<file path="config.mk">
export PLATFORM = sky130hd
export DESIGN_NAME = motor_shot_sequencer
export DESIGN_NICKNAME = d
export VERILOG_FILES = /design/src/rtl/core/msq_pkg.sv /design/src/rtl/core/msq_cfg_regs.sv /design/src/rtl/core/msq_avg.sv /design/src/rtl/core/msq_seq.sv /design/src/rtl/core/motor_shot_sequencer.sv
export SDC_FILE = /design/constraint.sdc
export NUM_CORES = 1
export LEC_CHECK = 0
export BUFFER_PORTS_ARGS = -buffer_cell sky130_fd_sc_hd__buf_2
export CAP_MARGIN = 30
export CORE_AREA = 2 2 309 311
export CTS_CLUSTER_DIAMETER = 200
export CTS_CLUSTER_SIZE = 30
export DETAILED_ROUTE_END_ITERATION = 7
export DIE_AREA = 0 0 311 313
export PLACE_DENSITY = 0.42
export SLEW_MARGIN = 30
export SYNTH_ARGS = -nofsm -noshare
export SYNTH_HDL_FRONTEND = slang
export SYNTH_SLANG_ARGS = --single-unit
</file>
<file path="constraint.sdc">
create_clock -name clk_i -period 14.4 [get_ports clk_i]
set_input_delay 1.44 -clock clk_i [delete_from_list [all_inputs] [get_ports clk_i]]
set_output_delay 1.44 -clock clk_i [all_outputs]
set_load 0.005 [all_outputs]
</file>
<file path="src/rtl/core/msq_pkg.sv">
// msq_pkg: shared types and constants of the motor shot sequencer
// no dependencies; imported by every module of the sequencer

package msq_pkg;

  localparam int unsigned PowerW     = 16;
  localparam int unsigned CountW     = 17;
  localparam int unsigned TicksW     = 24;
  localparam int unsigned ShotW      = 16;
  localparam int unsigned TimeoutW   = 16;
  localparam int unsigned CfgDataW   = 24;
  localparam int unsigned CfgIdxW    = 2;

  localparam int unsigned PreTicksDef   = 50;
  localparam int unsigned PostTicksDef  = 50;
  localparam int unsigned PowerBitsDef  = 16;
  localparam int unsigned TimeoutReset  = 750;

  localparam logic [CfgIdxW-1:0] CFG_SHOT_COUNT    = 2'd0;
  localparam logic [CfgIdxW-1:0] CFG_CONTINUOUS    = 2'd1;
  localparam logic [CfgIdxW-1:0] CFG_TIMEOUT_TICKS = 2'd2;
  localparam logic [CfgIdxW-1:0] CFG_COOLING_TICKS = 2'd3;

  typedef enum logic [1:0] {
    MODE_TICK   = 2'd0,
    MODE_START  = 2'd1,
    MODE_STOP   = 2'd2,
    MODE_SINGLE = 2'd3
  } mode_e;

  typedef enum logic [2:0] {
    PH_IDLE   = 3'd0,
    PH_SPIN   = 3'd1,
    PH_PEAK   = 3'd2,
    PH_DROP   = 3'd3,
    PH_SETTLE = 3'd4,
    PH_COOL   = 3'd5
  } phase_e;

  typedef struct packed {
    logic [ShotW-1:0]    shot_count;
    logic                continuous;
    logic [TimeoutW-1:0] timeout_ticks;
    logic [TicksW-1:0]   cooling_ticks;
  } cfg_t;

  typedef struct packed {
    logic clear;
    logic add;
  } avg_ctrl_t;

  typedef struct packed {
    logic above;
    logic below;
  } avg_res_t;

  typedef struct packed {
    logic             motor_on;
    phase_e           phase;
    logic [ShotW-1:0] shots_left;
    logic             shot_finished;
    logic             timed_out;
  } result_t;

endpackage

</file>
<file path="src/rtl/core/msq_cfg_regs.sv">
// msq_cfg_regs: configuration register file of the shot sequencer
// depends on msq_pkg

module msq_cfg_regs import msq_pkg::*; (
  input  logic                clk_i,
  input  logic                rst_ni,
  input  logic                cfg_we_i,
  input  logic [CfgIdxW-1:0]  cfg_idx_i,
  input  logic [CfgDataW-1:0] cfg_wdata_i,
  output cfg_t                cfg_o
);

  cfg_t cfg_q;

  always_ff @(posedge clk_i or negedge rst_ni) begin
    if (!rst_ni) begin
      cfg_q.shot_count    <= '0;
      cfg_q.continuous    <= 1'b0;
      cfg_q.timeout_ticks <= TimeoutW'(TimeoutReset);
      cfg_q.cooling_ticks <= '0;
    end else if (cfg_we_i) begin
      case (cfg_idx_i)
        CFG_SHOT_COUNT:    cfg_q.shot_count    <= cfg_wdata_i[ShotW-1:0];
        CFG_CONTINUOUS:    cfg_q.continuous    <= cfg_wdata_i[0];
        CFG_TIMEOUT_TICKS: cfg_q.timeout_ticks <= cfg_wdata_i[TimeoutW-1:0];
        CFG_COOLING_TICKS: cfg_q.cooling_ticks <= cfg_wdata_i[TicksW-1:0];
        default: ;
      endcase
    end
  end

  assign cfg_o = cfg_q;

endmodule

</file>
<file path="src/rtl/core/msq_avg.sv">
// msq_avg: running power average as sum and count, with 1.5x threshold tests
// depends on msq_pkg; one multiplier, compares 2*p*n against 3*sum

module msq_avg import msq_pkg::*; #(
  parameter int unsigned POWER_BITS = PowerBitsDef
) (
  input  logic              clk_i,
  input  logic              rst_ni,
  input  avg_ctrl_t         ctrl_i,
  input  logic [PowerW-1:0] power_i,
  output avg_res_t          res_o
);

  localparam int unsigned PW   = (POWER_BITS < PowerW) ? POWER_BITS : PowerW;
  localparam int unsigned SumW = PW + CountW;
  localparam int unsigned CmpW = SumW + 2;
  localparam logic [CountW-1:0] CountMax = '1;

  logic [PW-1:0]     p;
  logic [SumW-1:0]   sum_q, sum_d, sum_new;
  logic [CountW-1:0] cnt_q, cnt_d, cnt_new;
  logic [PW+CountW-1:0] prod;
  logic [CmpW-1:0]   lhs, rhs;

  assign p = power_i[PW-1:0];

  // sum and count freeze once the count saturates
  always_comb begin
    sum_new = sum_q;
    cnt_new = cnt_q;
    if (cnt_q != CountMax) begin
      sum_new = sum_q + SumW'(p);
      cnt_new = cnt_q + 1'b1;
    end
  end

  assign prod = (PW+CountW)'(p) * (PW+CountW)'(cnt_new);
  assign lhs  = {1'b0, prod, 1'b0};
  assign rhs  = CmpW'(sum_new) + {1'b0, sum_new, 1'b0};

  assign res_o.above = lhs > rhs;
  assign res_o.below = lhs < rhs;

  always_comb begin
    sum_d = sum_q;
    cnt_d = cnt_q;
    if (ctrl_i.clear) begin
      sum_d = '0;
      cnt_d = '0;
    end else if (ctrl_i.add) begin
      sum_d = sum_new;
      cnt_d = cnt_new;
    end
  end

  always_ff @(posedge clk_i or negedge rst_ni) begin
    if (!rst_ni) begin
      sum_q <= '0;
      cnt_q <= '0;
    end else begin
      sum_q <= sum_d;
      cnt_q <= cnt_d;
    end
  end

endmodule

</file>
<file path="src/rtl/core/msq_seq.sv">
// msq_seq: shot phase sequencer, tick counter, shot counter and motor drive
// depends on msq_pkg; takes threshold results from msq_avg

module msq_seq import msq_pkg::*; #(
  parameter int unsigned PRE_TICKS  = PreTicksDef,
  parameter int unsigned POST_TICKS = PostTicksDef
) (
  input  logic      clk_i,
  input  logic      rst_ni,
  input  logic      go_i,
  input  mode_e     mode_i,
  input  cfg_t      cfg_i,
  input  avg_res_t  avg_res_i,
  output avg_ctrl_t avg_ctrl_o,
  output result_t   result_o
);

  localparam logic [TicksW-1:0] TicksMax = '1;
  localparam logic [TicksW-1:0] PreLim   = TicksW'(PRE_TICKS);
  localparam logic [TicksW-1:0] PostLim  = TicksW'(POST_TICKS);

  phase_e            phase_q, phase_d;
  logic [TicksW-1:0] ticks_q, ticks_d, ticks_inc;
  logic [ShotW-1:0]  rem_q, rem_d, rem_src;
  logic              drive_q, drive_d;
  logic              single_q, single_d;
  logic              try_shot, cont, fire, hit, finished, tmo;
  avg_ctrl_t         ctrl;

  assign ticks_inc = (ticks_q != TicksMax) ? ticks_q + 1'b1 : ticks_q;
  assign hit = (phase_q == PH_PEAK) ? avg_res_i.above : avg_res_i.below;

  always_comb begin
    phase_d  = phase_q;
    ticks_d  = ticks_q;
    rem_d    = rem_q;
    drive_d  = drive_q;
    single_d = single_q;
    rem_src  = rem_q;
    try_shot = 1'b0;
    finished = 1'b0;
    tmo      = 1'b0;
    ctrl     = '0;
    case (mode_i)
      MODE_START: begin
        single_d = 1'b0;
        rem_src  = cfg_i.shot_count;
        try_shot = 1'b1;
      end
      MODE_STOP: begin
        single_d = 1'b0;
        drive_d  = 1'b0;
        phase_d  = PH_IDLE;
        ticks_d  = '0;
      end
      MODE_SINGLE: begin
        single_d = 1'b1;
        rem_src  = ShotW'(1);
        try_shot = 1'b1;
      end
      default: begin
        case (phase_q)
          PH_SPIN: begin
            ticks_d = ticks_inc;
            if (ticks_inc >= PreLim) begin
              phase_d = PH_PEAK;
              ticks_d = '0;
            end
          end
          PH_PEAK, PH_DROP: begin
            ticks_d  = ticks_inc;
            ctrl.add = 1'b1;
            if (hit || ticks_inc >= TicksW'(cfg_i.timeout_ticks)) begin
              tmo     = !hit;
              phase_d = (phase_q == PH_PEAK) ? PH_DROP : PH_SETTLE;
              ticks_d = '0;
            end
          end
          PH_SETTLE: begin
            ticks_d = ticks_inc;
            if (ticks_inc >= PostLim) begin
              drive_d = 1'b0;
              phase_d = PH_COOL;
              ticks_d = '0;
            end
          end
          PH_COOL: begin
            ticks_d = ticks_inc;
            if (ticks_inc >= cfg_i.cooling_ticks) begin
              finished = 1'b1;
              try_shot = 1'b1;
            end
          end
          default: ;
        endcase
      end
    endcase

    // shot attempt: fire if unlimited or shots remain, else go idle
    cont = cfg_i.continuous & ~single_d;
    fire = cont | (rem_src != '0);
    if (try_shot) begin
      ticks_d = '0;
      if (fire) begin
        rem_d      = cont ? rem_src : rem_src - 1'b1;
        drive_d    = 1'b1;
        ctrl.clear = 1'b1;
        phase_d    = PH_SPIN;
      end else begin
        rem_d   = rem_src;
        drive_d = 1'b0;
        phase_d = PH_IDLE;
      end
    end
  end

  always_ff @(posedge clk_i or negedge rst_ni) begin
    if (!rst_ni) begin
      phase_q  <= PH_IDLE;
      ticks_q  <= '0;
      rem_q    <= '0;
      drive_q  <= 1'b0;
      single_q <= 1'b0;
    end else if (go_i) begin
      phase_q  <= phase_d;
      ticks_q  <= ticks_d;
      rem_q    <= rem_d;
      drive_q  <= drive_d;
      single_q <= single_d;
    end
  end

  assign avg_ctrl_o.clear = go_i & ctrl.clear;
  assign avg_ctrl_o.add   = go_i & ctrl.add;

  assign result_o.motor_on      = drive_d;
  assign result_o.phase         = phase_d;
  assign result_o.shots_left    = rem_d;
  assign result_o.shot_finished = finished;
  assign result_o.timed_out     = tmo;

  a_drive_matches_phase: assert property (@(posedge clk_i) disable iff (!rst_ni)
    drive_q == (phase_q == PH_SPIN || phase_q == PH_PEAK ||
                phase_q == PH_DROP || phase_q == PH_SETTLE))
    else $error("motor drive out of step with phase");

  a_timeout_leaves_wait: assert property (@(posedge clk_i) disable iff (!rst_ni)
    (go_i && tmo) |=> (phase_q == PH_DROP || phase_q == PH_SETTLE) && ticks_q == '0)
    else $error("timeout did not advance the wait");

  a_fire_clears_avg: assert property (@(posedge clk_i) disable iff (!rst_ni)
    (go_i && try_shot && fire) |=> phase_q == PH_SPIN && drive_q)
    else $error("fired shot did not enter spin-up");

endmodule

</file>
<file path="src/rtl/core/motor_shot_sequencer.sv">
// motor_shot_sequencer: top level, input word register, sequencer, result register
// depends on msq_pkg, msq_cfg_regs, msq_avg, msq_seq
//
//   channel  | handshake              | payload
//   ---------+------------------------+----------------------------------------
//   in       | in_valid_i/in_ready_o  | mode_i, power_i
//   out      | out_valid_o/out_ready_i| motor_on_o, phase_o, shots_left_o,
//            |                        | shot_finished_o, timed_out_o
//   cfg      | cfg_we_i               | cfg_idx_i, cfg_wdata_i
//
// one word per cycle sustained while out_ready_i is high; each word's result is registered
// the state update and threshold test (one multiply, two compares) run between
// the input register and the result register
// a stalled result register holds a full input register, which holds in_ready_o low
// reset clears the phase, counters, running average and both valid flags

module motor_shot_sequencer import msq_pkg::*; #(
  parameter int unsigned PRE_TICKS  = PreTicksDef,
  parameter int unsigned POST_TICKS = PostTicksDef,
  parameter int unsigned POWER_BITS = PowerBitsDef
) (
  input  logic                clk_i,
  input  logic                rst_ni,
  input  logic                in_valid_i,
  output logic                in_ready_o,
  input  logic [1:0]          mode_i,
  input  logic [PowerW-1:0]   power_i,
  output logic                out_valid_o,
  input  logic                out_ready_i,
  output logic                motor_on_o,
  output logic [2:0]          phase_o,
  output logic [ShotW-1:0]    shots_left_o,
  output logic                shot_finished_o,
  output logic                timed_out_o,
  input  logic                cfg_we_i,
  input  logic [CfgIdxW-1:0]  cfg_idx_i,
  input  logic [CfgDataW-1:0] cfg_wdata_i
);

  logic              in_valid_q;
  logic [1:0]        mode_q;
  logic [PowerW-1:0] power_q;
  logic              out_valid_q;
  result_t           res_q, res_d;
  logic              go;
  cfg_t              cfg;
  avg_ctrl_t         avg_ctrl;
  avg_res_t          avg_res;

  assign go         = in_valid_q & (~out_valid_q | out_ready_i);
  assign in_ready_o = ~in_valid_q | go;

  always_ff @(posedge clk_i or negedge rst_ni) begin
    if (!rst_ni) begin
      in_valid_q  <= 1'b0;
      out_valid_q <= 1'b0;
    end else begin
      if (in_ready_o) begin
        in_valid_q <= in_valid_i;
      end
      if (go) begin
        out_valid_q <= 1'b1;
      end else if (out_ready_i) begin
        out_valid_q <= 1'b0;
      end
    end
  end

  always_ff @(posedge clk_i) begin
    if (in_ready_o && in_valid_i) begin
      mode_q  <= mode_i;
      power_q <= power_i;
    end
    if (go) begin
      res_q <= res_d;
    end
  end

  msq_cfg_regs u_cfg (
    .clk_i       (clk_i),
    .rst_ni      (rst_ni),
    .cfg_we_i    (cfg_we_i),
    .cfg_idx_i   (cfg_idx_i),
    .cfg_wdata_i (cfg_wdata_i),
    .cfg_o       (cfg)
  );

  msq_avg #(
    .POWER_BITS (POWER_BITS)
  ) u_avg (
    .clk_i   (clk_i),
    .rst_ni  (rst_ni),
    .ctrl_i  (avg_ctrl),
    .power_i (power_q),
    .res_o   (avg_res)
  );

  msq_seq #(
    .PRE_TICKS  (PRE_TICKS),
    .POST_TICKS (POST_TICKS)
  ) u_seq (
    .clk_i      (clk_i),
    .rst_ni     (rst_ni),
    .go_i       (go),
    .mode_i     (mode_e'(mode_q)),
    .cfg_i      (cfg),
    .avg_res_i  (avg_res),
    .avg_ctrl_o (avg_ctrl),
    .result_o   (res_d)
  );

  assign out_valid_o     = out_valid_q;
  assign motor_on_o      = res_q.motor_on;
  assign phase_o         = 3'(res_q.phase);
  assign shots_left_o    = res_q.shots_left;
  assign shot_finished_o = res_q.shot_finished;
  assign timed_out_o     = res_q.timed_out;

endmodule

</file>
# Word level (Yosys, flattened, before mapping)
# Index checks and enable logic that the tools add are counted.
totals:
  in_bits: 49
  elab_cells: 115
  output_inout_bits: 24
  ff_bits: 194
op_classes:
  n_reduce_logical: 19
  add_sub_neg: 5
  n_mul: 1
  n_mux: 39
  eq_ne: 14
  magnitude_cmp: 5
  bitwise_logic: 12
ops:
  columns: ["cell", "n"]
  rows:
  - ["33-bit 2-to-1 mux", 3]
  - ["24-bit 2-to-1 mux", 4]
  - ["24-bit case mux with 3 select lines", 1]
  - ["17-bit 2-to-1 mux", 3]
  - ["16-bit 2-to-1 mux", 3]
  - ["24-bit case mux with 2 select lines", 1]
  - ["33-bit by 34-bit adder with 35-bit output", 1]
  - ["34-bit by 35-bit greater-than comparator with 1-bit output", 1]
  - ["34-bit by 35-bit < comparator with 1-bit output", 1]
  - ["33-bit by 16-bit adder with 33-bit output", 1]
  - ["16-bit by 17-bit multiplier with 33-bit output", 1]
  - ["16-bit case mux with 2 select lines", 1]
  - ["24-bit by 1-bit adder with 24-bit output (second input constant)", 1]
  - ["24-bit by 16-bit >= comparator with 1-bit output", 1]
  - ["24-bit >= comparator", 1]
  - ["24-bit by 6-bit >= comparator with 1-bit output (second input constant)", 1]
  - ["24-bit inequality test (second input constant)", 1]
  - ["17-bit by 1-bit adder with 17-bit output (second input constant)", 1]
  - ["17-bit inequality test (second input constant)", 1]
  - ["16-bit nonzero test", 1]
  - ["16-bit by 1-bit subtractor with 16-bit output (second input constant)", 1]
  - ["3-bit 2-to-1 mux", 5]
  - ["1-bit 2-to-1 mux", 13]
  - ["3-bit case mux with 3 select lines", 1]
  - ["22 further kinds", 46]

# Depth between registers and ports, before layout
# Gate-level depths: netlist of run 1.
logic_depth:
  word_depth: 10
  depth_mapped: 45
  mapped_depth_nobuf: 43

# Cells and area by module
# Synthesis of run 1 repeated with hierarchy kept, for this count alone.
hier_totals:
  cells_unflattened: 2570
  hier_area_um2: 23369.9
by_module_without_submodules:
  columns: ["module", "n_inst", "area_per_inst_um2", "cells_each", "seq_area_each_um2"]
  rows:
  - ["msq_avg", 1, 14809.2, 1747, 1251.2]
  - ["msq_seq", 1, 5096.1, 653, 1126.1]
  - ["msq_cfg_regs", 1, 2159.6, 122, 1435.1]
  - ["motor_shot_sequencer", 1, 1305.0, 48, 1251.2]

# Worst setup path after synthesis of run 1
# Ideal clock, no wire load.
synth_path:
  path_kind: "reg2reg"
  startpoint: "register u_avg.cnt_q[6]"
  endpoint: "register u_seq.ticks_q[16]"
  n_path_buf: 3
  t_required_ps: 14296
  period_less_slack_ps: 9615
  slack_ps: 4785
  path_stages_with_launch: 41
  arrival_time_ps: 9511
  setup_time_ps: 104
  path_cell_list: "dfrtp_1 > clkbuf_1 > nand4_1 > nor4_1 > nand2_1 > nand2_1 > nor2_1 > nand3_1 > nor2_1 > xor2_1 > clkbuf_1 > nand2_1 > fa_1 > fa_1 > fa_1 > inv_1 > fa_1 > fa_1 > [5 not listed] > a21o_1 > a21oi_1 > a31oi_1 > or3_1 > a21oi_1 > o21bai_1 > a21oi_1 > xnor2_1 > ha_1 > nand4_1 > nor4_1 > nand4_1 > a21o_1 > a221o_1 > o21ai_0 > nand4_2 > buf_6 > o41ai_4"
synth_via:
  elab_chain_len: 10
  elab_cells_between_ends: 14
  cone_classes: "add/sub (2); mul (1); order compare (2); eq/ne (1); mux (7); reduce/logical (1)"
synth_lines:
  columns: ["element", "line", "source"]
  rows:
  - ["start, declared", "msq_avg.sv:21", "logic [CountW-1:0] cnt_q, cnt_d, cnt_new;"]
  - ["start signal, assigned", "msq_avg.sv:62", "cnt_q <= cnt_d;"]
  - ["17-bit by 1-bit adder with 17-bit output / 17-bit inequality test (equally long branches)", "msq_avg.sv:33, msq_avg.sv:31", null]
  - ["17-bit 2-to-1 mux / 33-bit 2-to-1 mux (equally long branches)", "msq_avg.sv:31", "if (cnt_q != CountMax) begin"]
  - ["16-bit by 17-bit multiplier with 33-bit output / 33-bit by 34-bit adder with 35-bit output (equally long branches)", "msq_avg.sv:37, msq_avg.sv:39", null]
  - ["34-bit by 35-bit < comparator with 1-bit output / 34-bit by 35-bit greater-than comparator with 1-bit output (equally long branches)", "msq_avg.sv:42, msq_avg.sv:41", null]
  - ["1-bit 2-to-1 mux *", "msq_seq.sv:31", "assign hit = (phase_q == PH_PEAK) ? avg_res_i.above : avg_res_i.below;"]
  - ["1-bit logical OR *", "msq_seq.sv:73", "if (hit || ticks_inc >= TicksW'(cfg_i.timeout_ticks)) begin"]
  - ["24-bit 2-to-1 mux *", "msq_seq.sv:73", null]
  - ["24-bit case mux with 3 select lines *", "msq_seq.sv:62", "case (phase_q)"]
  - ["24-bit case mux with 2 select lines *", "msq_seq.sv:44", "case (mode_i)"]
  - ["24-bit 2-to-1 mux *", "msq_seq.sv:102", "if (try_shot) begin"]
  - ["end signal, assigned", "msq_seq.sv:126", "ticks_q <= ticks_d;"]
  - ["end, declared", "msq_seq.sv:23", "logic [TicksW-1:0] ticks_q, ticks_d, ticks_inc;"]
# Every way passes the cells marked *; elsewhere a longest branch is shown, timed or not.
# A chain may end at the register's enable or synchronous reset.

# Worst setup path in the final report of run 1
layout_path:
  startpoint: "register u_avg.cnt_q[0]"
  endpoint: "register u_seq.ticks_q[0]"
# The elaborated chain is that of the path after synthesis.

==> impl_metrics.json, run 1 <==
{
  "status": "finished clean",
  "final-seq-area_um2": 5064,
  "synth_seq_cells": 194,
  "die_w_um": 311,
  "drive_gt1_frac": 0.1014,
  "antenna-diode-count": 0,
  "grt_pass1_vias": 18540,
  "arrival_ps": 11990,
  "p_leak_nw": 12.45,
  "wl_mm": 67.08,
  "clock_sinks": 194,
  "worst_path_most_repeated_cell": "fa_1",
  "synth_cells": 2617,
  "final_util": 0.2746,
  "cts_max_path_buffers": 2,
  "initial_core_util": 0.2477,
  "fillers": 10230,
  "postCtsSetupRepairBufs": 0,
  "routedWlPerCell_um": 17.12,
  "antenna_found_initial": 5,
  "max_slew_margin": 0.4038,
  "whs_ps": 489.8,
  "drv_cap": 0,
  "use_met3": 0.01641,
  "remaining_drc_errors": 0,
  "cts-root-buf": "clkbuf_16",
  "ios": 73,
  "grt_first_pass_wirelength_mm": 108.5,
  "vias": 17930,
  "hold_violations": 0,
  "syn-num-nets": 3112,
  "drt_iter0_drc": 871,
  "area_growth_pct": 10.86,
  "pre_cts_ws_ps": 2866,
  "total_power_mw": 2.055,
  "min_path_cells": 1,
  "clock_latency_ps": 520,
  "power_density_nw_per_um2": 79.47,
  "ys_types": 85,
  "worst_slack_ps": 2854,
  "ant_nets": 0,
  "pwr-share-comb": 0.383,
  "clk_pin_slew_worst_paths_ps": 90,
  "numCtsBuffers": 17,
  "rsz0062_at_grt": "false",
  "r2r-start": "u_avg.cnt_q[0]",
  "finalCritPeriodShare": 0.8018,
  "synth_edf_count": 40,
  "cts_resized": 0,
  "max_freq_mhz": 86.61,
  "report.final.slew_viol_count": 0,
  "multi_input_area_um2": 16620,
  "num_rows": 113,
  "routed_via_density": 4.576,
  "setup_viol": 0,
  "cp-startpoint": "u_avg.cnt_q[0]",
  "regToRegEndpoint": "u_seq.ticks_q[0]",
  "min_period_ps": 11550,
  "yosysSeqAreaShare": 0.2171,
  "cp.required_ps": 14840,
  "vdd_drop_max_mv": 0.08816,
  "ys_warn_count": 0,
  "worstMarginPinSlew_ps": 891.6,
  "min_path_type": "flop to flop",
  "p_int_mw": 1.236,
  "met1_usage": 0.1937,
  "htree_levels": 4,
  "grt_use_total": 0.1417,
  "dieArea_um2": 97340,
  "core_region_area_um2": 94160,
  "setup_tns_ps": 0,
  "reg2regPathDepth": 41,
  "first_pass_iters": 6,
  "p_sw_mw": 0.8190,
  "rrSetupSlack_ps": 2850,
  "p_seq_frac": 0.352,
  "switching_share": 0.3985,
  "grt_max_degree": 56,
  "fp.dieH_um": 313,
  "crit_type": "flop to flop",
  "async_reset_ff_frac": 0.7938,
  "clockPowerShare": 0.265,
  "path_max_fanout": 16,
  "postCtsHoldBufs": 0,
  "top_usage_layer": "met2",
  "cts_tree": "yes",
  "dp_hpwl_mm": 51.30,
  "critPathCaptureType": "flop",
  "gr-total-overflow": 0,
  "crit_slowest_cell": "nor4_1",
  "port_buffers": 72,
  "syn_area_um2": 23330,
  "finClkSkew_ps": 28.03,
  "holdPathEnd": "out_valid_o",
  "critPathMaxStageDelay_ps": 660,
  "syn_avg_cell_area_um2": 8.914,
  "hp-start": "in_valid_q",
  "met2_usage": 0.2398,
  "synth-main-ff-cell": "dfrtp_1",
  "gp_congestion": 0.8085,
  "critPathLaunchType": "flop",
  "nNetsFinal": 3136
}
## worst max-delay path by stage
stage | endpoint | slack, ps | cells after the start
after CTS | u_seq.ticks_q[0] | 2830 | 41
after floorplan | u_seq.ticks_q[16] | 4780 | 40
final | u_seq.ticks_q[0] | 2850 | 41
after global routing | u_seq.ticks_q[0] | 1860 | 41
after detailed placement | u_seq.ticks_q[0] | 2870 | 41
after global placement | u_seq.ticks_q[0] | 2690 | 40
## cell type report
type                       count  area share
sequential                   194      0.1958
timing repair buffer         117     0.02874
tap                         1265     0.06120
clock inverter                15    0.007983
multi-input combinational   1985      0.6425
inverter                     326     0.04732
clock buffer                  17     0.01645
## state kept, by name (all words and copies together) (netlist names), 2 cells and up
signal	flops
u_cfg.cfg_o	57
phase_o	3
u_avg.sum_q	33
u_seq.rem_q	16
power_q	16
mode_q	2
u_avg.cnt_q	17
shots_left_o	16
u_seq.phase_q	3
u_seq.ticks_q	24
## layer usage
| layer | vias up | share of wire | routed length (um) |
|---|---|---|---|
| li1 | 8812 | - | - |
| met1 | 8837 | 0.48 | 32010 |
| met2 | 227 | 0.48 | 32440 |
| met3 | 51 | 0.026 | 1734 |
| met4 | 6 | 0.013 | 860 |
| met5 | - | 0.00048 | 32 |
## cells in the final DEF, fill, tap and decap left out, types with 14 or more instances in the layout
| cell | instances |
|---|---|
| nand2_1 | 359 |
| inv_1 | 326 |
| ha_1 | 236 |
| fa_1 | 210 |
| dfrtp_1 | 147 |
| and2_1 | 133 |
| a21oi_1 | 122 |
| nor2_1 | 104 |
| xnor2_1 | 86 |
| o21ai_0 | 85 |
| mux2_2 | 78 |
| buf_2 | 71 |
| a21o_1 | 62 |
| xor2_1 | 55 |
| nand3_1 | 44 |
| edfxtp_1 | 40 |
| buf_4 | 40 |
| nand2b_1 | 38 |
| nand4_1 | 36 |
| and3_1 | 26 |
| nor3_1 | 25 |
| nor3b_1 | 17 |
| clkbuf_16 | 17 |
| a211oi_1 | 16 |
| o21a_1 | 15 |
| or3_1 | 14 |
| o21ai_1 | 14 |
## kinds of logic after synthesis
group | count (synthesis) | share of synthesized area
fa+ha+maj | 446 | 0.3068
buf+inv | 438 | 0.07224
compound gates | 447 | 0.1273
simple gates | 864 | 0.1822
flops | 194 | 0.2171
xor+xnor | 142 | 0.05331
mux | 86 | 0.04108
## cells in the mapped netlist, types with 6 or more instances
master	count	share of area
fa_1	210	0.18
nor3_1	25	0.0054
a221oi_1	6	0.0023
edfxtp_1	40	0.051
xnor2_1	86	0.032
dfstp_2	7	0.0079
nor4_1	13	0.0035
ha_1	236	0.13
o21ai_1	14	0.0030
a211oi_1	17	0.0055
o31ai_1	10	0.0032
o31ai_2	6	0.0032
or2_2	8	0.0021
xor2_1	56	0.021
nor2b_1	13	0.0035
a31oi_1	11	0.0030
nand4_1	36	0.0097
o2bb2ai_1	11	0.0041
o21bai_1	11	0.0035
nand2_1	360	0.058
dfrtp_1	147	0.16
a21oi_1	122	0.026
buf_2	6	0.0013
nand2b_1	38	0.010
clkbuf_1	91	0.015
nand3_1	45	0.0097
and2_1	133	0.036
o21a_1	15	0.0048
o21ai_0	85	0.018
and4_1	9	0.0034
o211ai_1	7	0.0023
mux2i_1	8	0.0034
a21o_1	62	0.020
o22ai_1	6	0.0016
buf_1	6	0.00097
and3_1	27	0.0072
inv_1	326	0.052
nor2_1	105	0.017
nor3b_1	18	0.0058
mux2_2	78	0.038
or3_1	14	0.0038
## stage by stage
stage | cells | instance area [um^2]
detailed placement | 3887 | 25230
floorplan | 2617 | 23330
global placement | 3882 | 25150
finish | 3919 | 25860
CTS | 3919 | 25860
global route | 3919 | 25860
## worst max-delay path: cells and delay by family (launching register included)
kind / cells / cell delay, ps
AND/OR/NAND/NOR: 16 / 4220
flip-flops: 1 / 440
AO/OA/AOI/OAI: 8 / 1820
adder cells (fa/ha/maj): 9 / 3990
XOR/XNOR: 2 / 280
buffers and inverters: 6 / 730
## power by group through the flow
stage	Sequential, mW	Clock (mW)	Combinational (mW)
global route	0.736	0.586	0.896
CTS	0.725	0.568	0.802
global placement	0.738	0	0.782
detailed placement	0.735	0	0.797
floorplan	0.699	0	0.579
finish	0.724	0.544	0.787
(Power assumes the default switching activity.)
==> run 2: changes to the inputs <==
- PLACE_DENSITY: 0.42 -> 0.43
- clock period: 14.4 -> 9.92 ns (I/O delays scaled with it)
==> run 2 against run 1 <==
Against the previous run:
- final cell count rose by 4.0%
- flip-flop and latch count unchanged
- global-route usage increased by 0.12 points
- largest power group unchanged
==> impl_metrics.json, run 2 (synthesis results as in run 1) <==
{
  "drv_cap": 0,
  "path_max_fanout": 17,
  "crit_type": "flop to flop",
  "core_region_area_um2": 94160,
  "min_path_cells": 1,
  "initial_core_util": 0.2477,
  "remaining_drc_errors": 0,
  "vias": 18360,
  "fp.dieH_um": 313,
  "port_buffers": 72,
  "grt_use_total": 0.1429,
  "wl_mm": 68.08,
  "rsz0062_at_grt": "true",
  "fillers": 10140,
  "clock_latency_ps": 510,
  "min_period_ps": 9456,
  "critPathMaxStageDelay_ps": 550,
  "drt_iter0_drc": 777,
  "worstMarginPinSlew_ps": 905.4,
  "antenna_found_initial": 8,
  "p_leak_nw": 13.32,
  "min_path_type": "flop to flop",
  "dp_hpwl_mm": 54.15,
  "max_slew_margin": 0.3908,
  "num_rows": 113,
  "max_freq_mhz": 105.8,
  "cp.required_ps": 10320,
  "layout_common_cells": "354 x nand2_1, 324 x inv_1, 228 x ha_1, 208 x fa_1, 191 x buf_4",
  "fin_cells": 4076,
  "finClkSkew_ps": 19.26,
  "numCtsBuffers": 17,
  "ant_nets": 0,
  "setup_tns_ps": 0,
  "clk_pin_slew_worst_paths_ps": 90,
  "gp_congestion": 0.8619,
  "dieArea_um2": 97340,
  "nNetsFinal": 3292,
  "htree_levels": 4,
  "grt_max_degree": 97,
  "critPathLaunchType": "flop",
  "routedWlPerCell_um": 16.70,
  "drive_gt1_frac": 0.1744,
  "power_density_nw_per_um2": 110.3,
  "final_common_cell": "nand2_1",
  "gr-total-overflow": 0,
  "grt_pass1_vias": 19090,
  "arrival_ps": 9860,
  "area_growth_pct": 17.58,
  "largest_reg_flops": 57,
  "cts_tree": "yes",
  "first_pass_iters": 5,
  "crit_slowest_cell": "fa_1",
  "report.final.slew_viol_count": 0,
  "final_util": 0.2913,
  "critPathCaptureType": "flop",
  "clock_sinks": 194,
  "setup_viol": 0,
  "status": "finished clean",
  "dpl.cell_count": 4022,
  "grt_first_pass_wirelength_mm": 109.7,
  "reg2regPathDepth": 43,
  "worst_path_most_repeated_cell": "fa_1",
  "ios": 73,
  "finalCritPeriodShare": 0.9532,
  "cts_max_path_buffers": 2,
  "vdd_drop_max_mv": 0.1404,
  "die_w_um": 311,
  "cts-root-buf": "clkbuf_16",
  "routed_via_density": 4.505,
  "hold_violations": 0
}
[run 2: cell types whose count changed in the layout (fill, tap and decap cells not counted), sizes merged]
cell | previous run | this run
buf | 117 | 273
bufinv | 1 | 0
clkinv | 6 | 5
clkinvlp | 1 | 2
diode | 0 | 1
inv | 333 | 334
[run 2: routing by layer]
layer,up-vias,part of all wire,GRT usage
met3,58,0.020,0.01826
met4,8,0.013,0.03019
li1,9132,-,-
met2,164,0.48,0.2409
met1,9002,0.49,0.1957
met5,-,0.00084,0
[run 2: per-stage QoR]
stage / worst slack, ps / instance area, um^2 / hold slack, ps / total power [mW]
3_5_place_dp: -244.3 / 26240 / 471.1 / 2.267
5_1_grt: -49.29 / 27430 / 501.2 / 3.266
2_1_floorplan: 304.6 / 23330 / 450.2 / 1.855
6_report: 464.3 / 27430 / 488.9 / 3.024
3_3_place_gp: -195.1 / 26230 / 472.3 / 2.269
4_1_cts: 30.90 / 26890 / 493.9 / 3.047
[run 2: worst max-delay path: cells and delay by family, from the launching register on]
family                     cells  cell delay (ps)
AOI/OAI and AO/OA              8             1710
xor gates and xnor gates       2              300
DFF                            1              390
adders and majority gates      9             3870
buffers and inverters          8              940
and+or+nand+nor               16             2090
[run 2: path summary, 6_finish.rpt]
path,endpoint,slack (ps),start
setup / recovery,u_seq.ticks_q[16],460,u_avg.cnt_q[1]
hold / removal,out_valid_o,490,in_valid_q
setup reg to reg,u_seq.ticks_q[16],460,u_avg.cnt_q[1]
hold reg to reg,out_valid_o,490,in_valid_q
max in group asynchronous,u_seq.ticks_q[23],8180,rst_ni
min in group asynchronous,u_seq.rem_q[11],520,rst_ni
[run 2: area by class of cell]
cell class	instances	area, um^2	area share
clock buffers	17	425.4	0.01551
repair buffers	273	1961	0.07148
inverters	326	1224	0.04461
diodes	1	2.502	0.00009123
clock inverters	15	180.2	0.006569
well taps	1265	1583	0.05770
multi-input cells	1985	16990	0.6194
flip-flops and latches	194	5064	0.1846
[run 2: where the power goes]
part | switching [mW] | internal [mW] | leakage (nW) | total (mW)
Sequential | 0.115 | 0.943 | 2.37 | 1.06
Combinational | 0.662 | 0.557 | 10.7 | 1.22
Clock | 0.405 | 0.343 | 0.289 | 0.748
[run 2: repair_timing]
action / CTS / global route
hold buffers: 0 / 0
cloned: 0 / 0
gates resized for setup: 9 / 81
pin swaps: 0 / 72
setup endpoints to repair: 31 / 31
setup buffers: 0 / 20
hold endpoints to repair: 0 / 0
